File: config.mk
export PLATFORM = sky130hd
export DESIGN_NAME = sorted_event_timer_queue
export DESIGN_NICKNAME = d
export VERILOG_FILES = /design/src/rtl/setq_pkg.sv /design/src/rtl/sorted_event_timer_queue.sv /design/src/rtl/setq_datapath.sv /design/src/rtl/setq_ctrl.sv
export SDC_FILE = /design/constraint.sdc
export NUM_CORES = 2
export LEC_CHECK = 0
export BUFFER_PORTS_ARGS = -buffer_cell sky130_fd_sc_hd__clkbuf_2
export CELL_PAD_IN_SITES_DETAIL_PLACEMENT = 1
export CELL_PAD_IN_SITES_GLOBAL_PLACEMENT = 1
export CORE_MARGIN = 1.5
export CORE_UTILIZATION = 35
export DETAILED_ROUTE_END_ITERATION = 12
export GPL_TIMING_DRIVEN = 1
export HOLD_SLACK_MARGIN = 0.1
export PLACE_DENSITY = 0.59
export SKIP_CTS_REPAIR_TIMING = 1
export SLEW_MARGIN = 20
export SYNTH_ARGS = -nofsm -noshare
export SYNTH_HDL_FRONTEND = slang
export SYNTH_SLANG_ARGS = --single-unit
File: constraint.sdc
create_clock -name clk_i -period 9.8 [get_ports clk_i]
set_input_delay 1.96 -clock clk_i [delete_from_list [all_inputs] [get_ports clk_i]]
set_output_delay 1.96 -clock clk_i [all_outputs]
set_load 0.01 [all_outputs]
File: src/rtl/setq_pkg.sv
package setq_pkg;

  localparam int unsigned TIME_W   = 34;
  localparam int unsigned PERIOD_W = 20;
  localparam int unsigned DELAY_W  = 32;
  localparam int unsigned TAG_BITS = 4;

  typedef enum logic [1:0] {
    CMD_ADD    = 2'd0,
    CMD_CHANGE = 2'd1,
    CMD_REMOVE = 2'd2,
    CMD_TICK   = 2'd3
  } cmd_e;

  typedef enum logic [2:0] {
    ST_DONE     = 3'd0,
    ST_FIRED    = 3'd1,
    ST_NONE     = 3'd2,
    ST_NOTFOUND = 3'd3,
    ST_FULL     = 3'd4
  } status_e;

  typedef struct packed {
    logic [1:0]          cmd;
    logic [TAG_BITS-1:0] event_tag;
    logic [DELAY_W-1:0]  delay;
  } in_item_t;

  typedef struct packed {
    logic [TAG_BITS-1:0] fired_tag;
    logic [2:0]          status;
    logic                last;
  } out_item_t;

  typedef enum logic [2:0] {
    S_IDLE,
    S_FIND,
    S_INSERT,
    S_TICK,
    S_REPLY
  } state_e;

  // controller -> datapath
  typedef struct packed {
    logic load;      // capture command, reset scan
    logic find_step; // advance tag search
    logic del_found; // delete found entry (shift later entries down)
    logic ins_step;  // advance insert search
    logic ins_do;    // insert at scan index
    logic tick_step; // process one entry of tick
    logic tick_end;  // commit kept count
  } ctl_t;

  // datapath -> controller
  typedef struct packed {
    logic full;
    logic scan_end;   // scan index reached count
    logic tag_hit;    // current entry matches tag
    logic ins_hit;    // current entry time is later
    logic due;        // current tick entry fires
  } sts_t;

endpackage

File: src/rtl/sorted_event_timer_queue.sv
// Sorted event timer queue.
// Input channel (in_valid_i/in_ready_o, in_item_i): one command per transaction:
//   add, change time, remove, tick. Output channel (out_valid_o/out_ready_i,
//   out_item_o): one result per command, or on a tick one per fired event
//   (a single none result if none fired), the final one marked by last.
// Config channel (cfg_valid_i/cfg_ready_o, cfg_data_i) writes update_period;
//   write only while idle. It is always ready.
// List scans take one entry per cycle; a tick scan holds while the receiver
//   stalls on an earlier fired result. A change deletes the entry, then scans
//   the list again to insert it at its new time. A tick visits each entry once.
// One command is in work at a time; the next is taken the cycle after the
//   final result of the current one is registered.
// Reset empties the list and sets the period to 1; list storage is not
//   cleared, only the entry count.
// A stalled receiver holds the result register; the block waits for it
//   before registering any further result.
module sorted_event_timer_queue #(
  parameter int unsigned SLOTS = 16
) (
  input  logic                          clk_i,
  input  logic                          rst_ni,
  input  logic                          in_valid_i,
  output logic                          in_ready_o,
  input  setq_pkg::in_item_t            in_item_i,
  output logic                          out_valid_o,
  input  logic                          out_ready_i,
  output setq_pkg::out_item_t           out_item_o,
  input  logic                          cfg_valid_i,
  output logic                          cfg_ready_o,
  input  logic [setq_pkg::PERIOD_W-1:0] cfg_data_i
);
  setq_pkg::ctl_t                ctl;
  setq_pkg::sts_t                sts;
  logic [setq_pkg::TAG_BITS-1:0] cur_tag;
  logic [setq_pkg::PERIOD_W-1:0] period_q;

  assign cfg_ready_o = 1'b1;

  always_ff @(posedge clk_i or negedge rst_ni) begin
    if (!rst_ni) begin
      period_q <= setq_pkg::PERIOD_W'(1);
    end else if (cfg_valid_i && cfg_ready_o) begin
      period_q <= cfg_data_i;
    end
  end

  setq_ctrl u_ctrl (
    .clk_i, .rst_ni, .in_valid_i, .in_ready_o,
    .cmd_i(in_item_i.cmd), .out_valid_o, .out_ready_i,
    .out_o(out_item_o), .ctl_o(ctl), .sts_i(sts), .cur_tag_i(cur_tag)
  );

  setq_datapath #(.SLOTS(SLOTS)) u_dp (
    .clk_i, .rst_ni, .ctl_i(ctl), .sts_o(sts),
    .tag_i(in_item_i.event_tag), .delay_i(in_item_i.delay),
    .period_i(period_q), .cur_tag_o(cur_tag)
  );

endmodule

File: src/rtl/setq_datapath.sv
module setq_datapath #(
  parameter int unsigned SLOTS = 16
) (
  input  logic                                clk_i,
  input  logic                                rst_ni,
  input  setq_pkg::ctl_t                      ctl_i,
  output setq_pkg::sts_t                      sts_o,
  input  logic [setq_pkg::TAG_BITS-1:0]       tag_i,
  input  logic [setq_pkg::DELAY_W-1:0]        delay_i,
  input  logic [setq_pkg::PERIOD_W-1:0]       period_i,
  output logic [setq_pkg::TAG_BITS-1:0]       cur_tag_o
);
  localparam int unsigned IW = $clog2(SLOTS);
  localparam int unsigned CW = $clog2(SLOTS + 1);

  logic [setq_pkg::TAG_BITS-1:0] tag_q   [SLOTS];
  logic [setq_pkg::TIME_W-1:0]   time_q  [SLOTS];
  logic [CW-1:0]                 count_q;
  logic [CW-1:0]                 idx_q;
  logic [CW-1:0]                 kept_q;
  logic [setq_pkg::TAG_BITS-1:0] ctag_q;
  logic [setq_pkg::TIME_W-1:0]   ctime_q;
  logic [IW-1:0]                 idx;
  logic [IW-1:0]                 kidx;
  logic [setq_pkg::TIME_W-1:0]   per;

  assign idx  = idx_q[IW-1:0];
  assign kidx = kept_q[IW-1:0];
  assign per  = setq_pkg::TIME_W'(period_i);

  assign sts_o.full      = (count_q == CW'(SLOTS));
  assign sts_o.scan_end  = (idx_q >= count_q);
  assign sts_o.tag_hit   = (tag_q[idx] == ctag_q);
  assign sts_o.ins_hit   = (ctime_q < time_q[idx]);
  assign sts_o.due       = (time_q[idx] <= per);
  assign cur_tag_o       = tag_q[idx];

  always_ff @(posedge clk_i or negedge rst_ni) begin
    if (!rst_ni) begin
      count_q <= '0;
      idx_q   <= '0;
      kept_q  <= '0;
    end else begin
      if (ctl_i.load) begin
        idx_q  <= '0;
        kept_q <= '0;
      end
      if (ctl_i.find_step) begin
        idx_q <= idx_q + CW'(1);
      end
      if (ctl_i.del_found) begin
        count_q <= count_q - CW'(1);
        idx_q   <= '0;
      end
      if (ctl_i.ins_step) begin
        idx_q <= idx_q + CW'(1);
      end
      if (ctl_i.ins_do) begin
        count_q <= count_q + CW'(1);
      end
      if (ctl_i.tick_step) begin
        idx_q <= idx_q + CW'(1);
        if (!sts_o.due) begin
          kept_q <= kept_q + CW'(1);
        end
      end
      if (ctl_i.tick_end) begin
        count_q <= kept_q;
      end
    end
  end

  always_ff @(posedge clk_i) begin
    if (ctl_i.load) begin
      ctag_q  <= tag_i;
      ctime_q <= setq_pkg::TIME_W'(delay_i) + per;
    end
    for (int i = 0; i < SLOTS; i++) begin
      if (ctl_i.del_found && (IW'(i) >= idx) && (i + 1 < SLOTS)) begin
        tag_q[i]  <= tag_q[(i + 1) % SLOTS];
        time_q[i] <= time_q[(i + 1) % SLOTS];
      end
      if (ctl_i.ins_do) begin
        if (IW'(i) == idx) begin
          tag_q[i]  <= ctag_q;
          time_q[i] <= ctime_q;
        end else if ((IW'(i) > idx) && (i > 0)) begin
          tag_q[i]  <= tag_q[(i + SLOTS - 1) % SLOTS];
          time_q[i] <= time_q[(i + SLOTS - 1) % SLOTS];
        end
      end
    end
    if (ctl_i.tick_step && !sts_o.due) begin
      tag_q[kidx]  <= tag_q[idx];
      time_q[kidx] <= time_q[idx] - per;
    end
  end

endmodule

File: src/rtl/setq_ctrl.sv
module setq_ctrl (
  input  logic                          clk_i,
  input  logic                          rst_ni,
  input  logic                          in_valid_i,
  output logic                          in_ready_o,
  input  logic [1:0]                    cmd_i,
  output logic                          out_valid_o,
  input  logic                          out_ready_i,
  output setq_pkg::out_item_t           out_o,
  output setq_pkg::ctl_t                ctl_o,
  input  setq_pkg::sts_t                sts_i,
  input  logic [setq_pkg::TAG_BITS-1:0] cur_tag_i
);
  setq_pkg::state_e              state_q, state_d;
  setq_pkg::cmd_e                cmd_q;
  setq_pkg::status_e             stat_q, stat_d;
  setq_pkg::out_item_t           res_q, res_d;
  logic                          ovalid_q, ovalid_d;
  logic                          pend_q, pend_d;  // fired tag held until its last flag is known
  logic [setq_pkg::TAG_BITS-1:0] ptag_q, ptag_d;
  logic                          emit;
  logic                          free;

  assign free        = !ovalid_q || out_ready_i;
  assign in_ready_o  = (state_q == setq_pkg::S_IDLE);
  assign out_valid_o = ovalid_q;
  assign out_o       = res_q;

  always_comb begin
    state_d = state_q;
    case (state_q)
      setq_pkg::S_IDLE: begin
        if (in_valid_i) begin
          case (setq_pkg::cmd_e'(cmd_i))
            setq_pkg::CMD_ADD:  state_d = setq_pkg::S_INSERT;
            setq_pkg::CMD_TICK: state_d = setq_pkg::S_TICK;
            default:            state_d = setq_pkg::S_FIND;
          endcase
        end
      end
      setq_pkg::S_FIND: begin
        if (sts_i.scan_end) begin
          state_d = setq_pkg::S_REPLY;
        end else if (sts_i.tag_hit) begin
          state_d = (cmd_q == setq_pkg::CMD_CHANGE) ? setq_pkg::S_INSERT : setq_pkg::S_REPLY;
        end
      end
      setq_pkg::S_INSERT: begin
        if (sts_i.full || sts_i.scan_end || sts_i.ins_hit) begin
          state_d = setq_pkg::S_REPLY;
        end
      end
      setq_pkg::S_TICK: begin
        if (sts_i.scan_end && free) begin
          state_d = setq_pkg::S_IDLE;
        end
      end
      setq_pkg::S_REPLY: begin
        if (free) begin
          state_d = setq_pkg::S_IDLE;
        end
      end
      default: state_d = setq_pkg::S_IDLE;
    endcase
  end

  always_comb begin
    ctl_o  = '0;
    emit   = 1'b0;
    res_d  = res_q;
    stat_d = stat_q;
    pend_d = pend_q;
    ptag_d = ptag_q;
    case (state_q)
      setq_pkg::S_IDLE: begin
        ctl_o.load = in_valid_i;
        stat_d     = setq_pkg::ST_DONE;
        pend_d     = 1'b0;
      end
      setq_pkg::S_FIND: begin
        if (sts_i.scan_end) begin
          stat_d = setq_pkg::ST_NOTFOUND;
        end else if (sts_i.tag_hit) begin
          ctl_o.del_found = 1'b1;
        end else begin
          ctl_o.find_step = 1'b1;
        end
      end
      setq_pkg::S_INSERT: begin
        if (sts_i.full) begin
          stat_d = setq_pkg::ST_FULL;
        end else if (sts_i.scan_end || sts_i.ins_hit) begin
          ctl_o.ins_do = 1'b1;
        end else begin
          ctl_o.ins_step = 1'b1;
        end
      end
      setq_pkg::S_TICK: begin
        if (sts_i.scan_end) begin
          // held tag is the final one; with none held, nothing fired
          if (free) begin
            ctl_o.tick_end = 1'b1;
            emit           = 1'b1;
            pend_d         = 1'b0;
            if (pend_q) begin
              res_d = '{fired_tag: ptag_q, status: setq_pkg::ST_FIRED, last: 1'b1};
            end else begin
              res_d = '{fired_tag: '0, status: setq_pkg::ST_NONE, last: 1'b1};
            end
          end
        end else if (!sts_i.due) begin
          ctl_o.tick_step = 1'b1;
        end else if (!pend_q) begin
          ctl_o.tick_step = 1'b1;
          pend_d          = 1'b1;
          ptag_d          = cur_tag_i;
        end else if (free) begin
          // another due entry: the held one is not final
          ctl_o.tick_step = 1'b1;
          emit            = 1'b1;
          res_d           = '{fired_tag: ptag_q, status: setq_pkg::ST_FIRED, last: 1'b0};
          ptag_d          = cur_tag_i;
        end
      end
      setq_pkg::S_REPLY: begin
        if (free) begin
          emit  = 1'b1;
          res_d = '{fired_tag: '0, status: stat_q, last: 1'b1};
        end
      end
      default: ;
    endcase
  end

  assign ovalid_d = emit || (ovalid_q && !out_ready_i);

  always_ff @(posedge clk_i or negedge rst_ni) begin
    if (!rst_ni) begin
      state_q  <= setq_pkg::S_IDLE;
      ovalid_q <= 1'b0;
      pend_q   <= 1'b0;
      stat_q   <= setq_pkg::ST_DONE;
      cmd_q    <= setq_pkg::CMD_ADD;
    end else begin
      state_q  <= state_d;
      ovalid_q <= ovalid_d;
      pend_q   <= pend_d;
      stat_q   <= stat_d;
      if (in_valid_i && in_ready_o) begin
        cmd_q <= setq_pkg::cmd_e'(cmd_i);
      end
    end
  end

  always_ff @(posedge clk_i) begin
    res_q  <= res_d;
    ptag_q <= ptag_d;
  end

endmodule
==> run metrics <==
die area between 100,000 and 150,000 µm²; clock skew 0.0384 ns; top_reg_cell synth edfxtp_1; core area around 140,000 µm²; layout cell share with drive strength beyond 1 between 10% and 20%; Max clock buf depth 3; CP required approximately 10 ns; #FFs+latches synth 701; Routed WL 223,000 µm; min-delay src u_ctrl.cmd_q[0]; CP Launch Type flop; initial antenna violation count 4; Critical Path AT 7.95 ns; # rows ~140; Net Count, Synth between 4,000 and 5,000; M3 GR Usage about 7.5%; Post-synth ARST share under 10%; Critical Path Start u_dp.idx_q[2]; Post-route DRC 0; Max Freq between 0.1 and 0.15 GHz; post-route ant nets 0; RSZ-0062 raised after global routing false; PwrDens 390 nW/µm²; slew margin rel. 16.7%; Syn Inst Count approximately 4,600; Vias/cell approximately 6.7; Util after Layout between 30% and 40%; final setup violation count 0; Final Hold Slack 0.472 ns; M1 GR Usage 43.3%; Worst Hold Class reg -> reg; gr busiest metal met2; max incr delay on CP 0.89 ns; Port Buffer Count just over 70; Final Max Slew Viols 0; Post-DP Area 50,300 µm²; clock-pin slew on the worst setup and hold paths around 0.06 ns; status finished clean; largest net degree at the start of global routing 76; CP top delay family simple AND/OR/NAND/NOR gates; nature of the critical path endpoint flop; r2r startpoint u_dp.idx_q[2]; Vias roughly 42,000; minimum clock period ~7.7 ns; TritonRoute pass-1 iters 5; post-route insts no fill about 6,300; wire length of the first global-routing pass ~320,000 µm; setup_tns 0 ns; Buf/Inv on CP 3; period utilization around 80%; yosys warns 0; P_leak between 15 and 20 nW; CTS tree yes; # IOs between 70 and 80; initial core utilization 35.2%; DP Cell Count roughly 6,100; Post-DP HPWL 137,000 µm; gr usage total a little under a third; H-tree depth 3; Avg Cell Area, Syn slightly above 10 µm²; CP max stage cell o21ai_2; CTS Sinks 701; Post-synth EDFFs around 660; Die Wd 372 µm; Worst Max-Slew Pin Slew approximately 1.2 ns; sequential area share after synthesis around 44%; max-cap violations 0; CTS Buf Count between 80 and 90; Setup CP Type reg -> reg; GPL Wtd Cong about 0.92; DR iter-0 viols about 5,000; post-synth design cell area 47,600 µm²; Netlist cell types 80; clock root buffer clkbuf_16; vias in the first global route approximately 41,000; Die Y 372 µm; routed length per instance approximately 35 µm; Final Instance Area roughly 53,000 µm²; Fin. Hold Viols 0; clock latency on the worst-skew pair ~0.7 ns; Nets about 4,600; total grt overflow 0; Area Overhead vs Synth 11.5%; maximum vdd drop approximately 0.29 mV; crit-path max FO 44; Critical Path, Cell by Cell buf_4, mux4_2, mux4_2, inv_1, ha_1, nand4_1, nor3_1, nand4_1, nand2_1, a211o_1, nand3_1, o21ai_2, buf_4, nand2_4; met2 GRT Util approximately 50%
## cell usage after synthesis (8+ instances only)
master / n / area, µm²
a21oi_1: 185 / 926
o2bb2ai_1: 25 / 219
mux4_2: 129 / 2910
nand2b_1: 18 / 113
buf_1: 33 / 124
nor2b_1: 161 / 1010
a211oi_1: 174 / 1310
nor2_1: 236 / 886
nor4_1: 8 / 50.1
nand4_1: 16 / 100
o221a_2: 11 / 124
buf_2: 73 / 365
a2111oi_0: 8 / 70.1
a21o_1: 37 / 278
o31ai_1: 12 / 90.1
and2_1: 17 / 106
nand2_1: 353 / 1330
buf_4: 9 / 67.6
mux2_2: 67 / 754
edfxtp_1: 657 / 19700
and3_1: 22 / 138
o21bai_1: 18 / 135
o22ai_1: 331 / 2070
a311o_1: 9 / 90.1
inv_1: 83 / 312
a31oi_1: 20 / 125
nor3_1: 24 / 120
mux2i_1: 478 / 4780
a22o_1: 11 / 96.3
o21ai_0: 488 / 2440
o21a_1: 15 / 113
ha_1: 88 / 1100
o221ai_1: 22 / 193
xnor2_1: 40 / 350
dfrtp_1: 43 / 1080
o211ai_1: 77 / 578
a211o_1: 56 / 490
clkbuf_1: 348 / 1310
a221oi_1: 21 / 184
nand3_1: 60 / 300
xor2_1: 30 / 263
## worst reg2reg max path: stages (launching register included)
cell and delay (ns):
dfrtp_4 0.77, buf_4 0.83, mux4_2 0.46, mux4_2 0.52, inv_1 0.14, ha_1 0.57
nand4_1 0.41, nor3_1 0.23, nand4_1 0.20, nand2_1 0.14, a211o_1 0.27, nand3_1 0.78
o21ai_2 0.90, buf_4 0.40, nand2_4 0.62
## logic make-up after synthesis
kind of cell	count (synthesis)	synth area share (%)
AOI/OAI and AO/OA	1567	20.9
xor gates and xnor gates	71	1.32
adders and majority gates	91	2.44
buffers and inverters	553	4.71
DFF	701	43.7
muxes	674	17.7
other	1	0.00787
and+or+nand+nor	944	9.20
## layout make-up
cell class                 instances  area (µm²)
fill                           14700       82200
multi-input combinational       3348       25300
sequential                       701       20800
clock buffer                     124        2470
tap                             1781        2230
timing repair buffer             233        1680
inverter                          84         315
clock inverter                    33         294
antenna                            1        2.50
## flip-flops by register name, indices dropped and copies added, names as in the netlist
signal              cells
u_ctrl.cmd_q            2
period_q               20
u_dp.count_q            5
u_ctrl.out_o            8
u_ctrl.stat_q           2
u_ctrl.ptag_q           4
u_dp.kept_q             5
u_ctrl.pend_q           1
u_ctrl.state_q          3
u_dp.tag_q             64
u_ctrl.out_valid_o      1
u_dp.idx_q              5
u_dp.ctime_q           33
u_dp.ctag_q             4
u_dp.time_q           544
## where the power goes
group	internal, mW	switching [mW]
sequential	5.18	1.15
combinational	3.69	7.35
clock	1.88	1.43
total	10.7	9.93
## path summary, 6_finish.rpt
| check | cells past startpoint | to | slack, ns |
|---|---|---|---|
| min in group asynchronous | 2 | u_ctrl.stat_q[1] | 1.41 |
| worst min register to register | 2 | u_ctrl.cmd_q[0] | 0.47 |
| worst max register to register | 14 | u_dp.time_q[9][1] | 2.07 |
| max in group asynchronous | 2 | u_dp.idx_q[0] | 7.72 |
| worst min-delay path | 2 | u_ctrl.cmd_q[0] | 0.47 |
| worst max-delay path | 14 | u_dp.time_q[9][1] | 2.07 |
## metal layers
| layer | wire (µm) | up-vias |
|---|---|---|
| li1 | - | 17500 |
| met1 | 92600 | 21900 |
| met2 | 98800 | 2359 |
| met3 | 22000 | 499 |
| met4 | 9310 | 4 |
| met5 | 27 | - |
## through the flow
stage / total power, mW / worst slack [ns]
2_1_floorplan: 12.6 / 1.77
3_3_place_gp: 16.9 / 2.46
3_5_place_dp: 17.1 / 2.39
4_1_cts: 20.4 / 2.35
5_1_grt: 21.6 / 1.87
6_report: 20.7 / 2.07
## layout by cell type (no fill, tap or decap), types with 20 or more instances in the layout
master     Yosys  layout
a211o_1       56      55
a211oi_1     174     170
a21o_1        37      36
a21oi_1      185     181
a221oi_1      21      21
a31oi_1       20      20
buf_4          9     152
clkbuf_1     348      27
clkbuf_16      0      92
clkbuf_2       0      72
dfrtp_1       43      39
edfxtp_1     657     657
ha_1          88      87
inv_1         83      80
mux2_2        67      67
mux2i_1      478     478
mux4_2       129     129
nand2_1      353     341
nand3_1       60      51
nor2_1       236     229
nor2b_1      161     161
nor3_1        24      22
o211ai_1      77      77
o21ai_0      488     474
o221ai_1      22      22
o22ai_1      331     331
o2bb2ai_1     25      25
xnor2_1       40      35
xor2_1        30      28
Note: power is estimated with default switching activity, not from simulation.
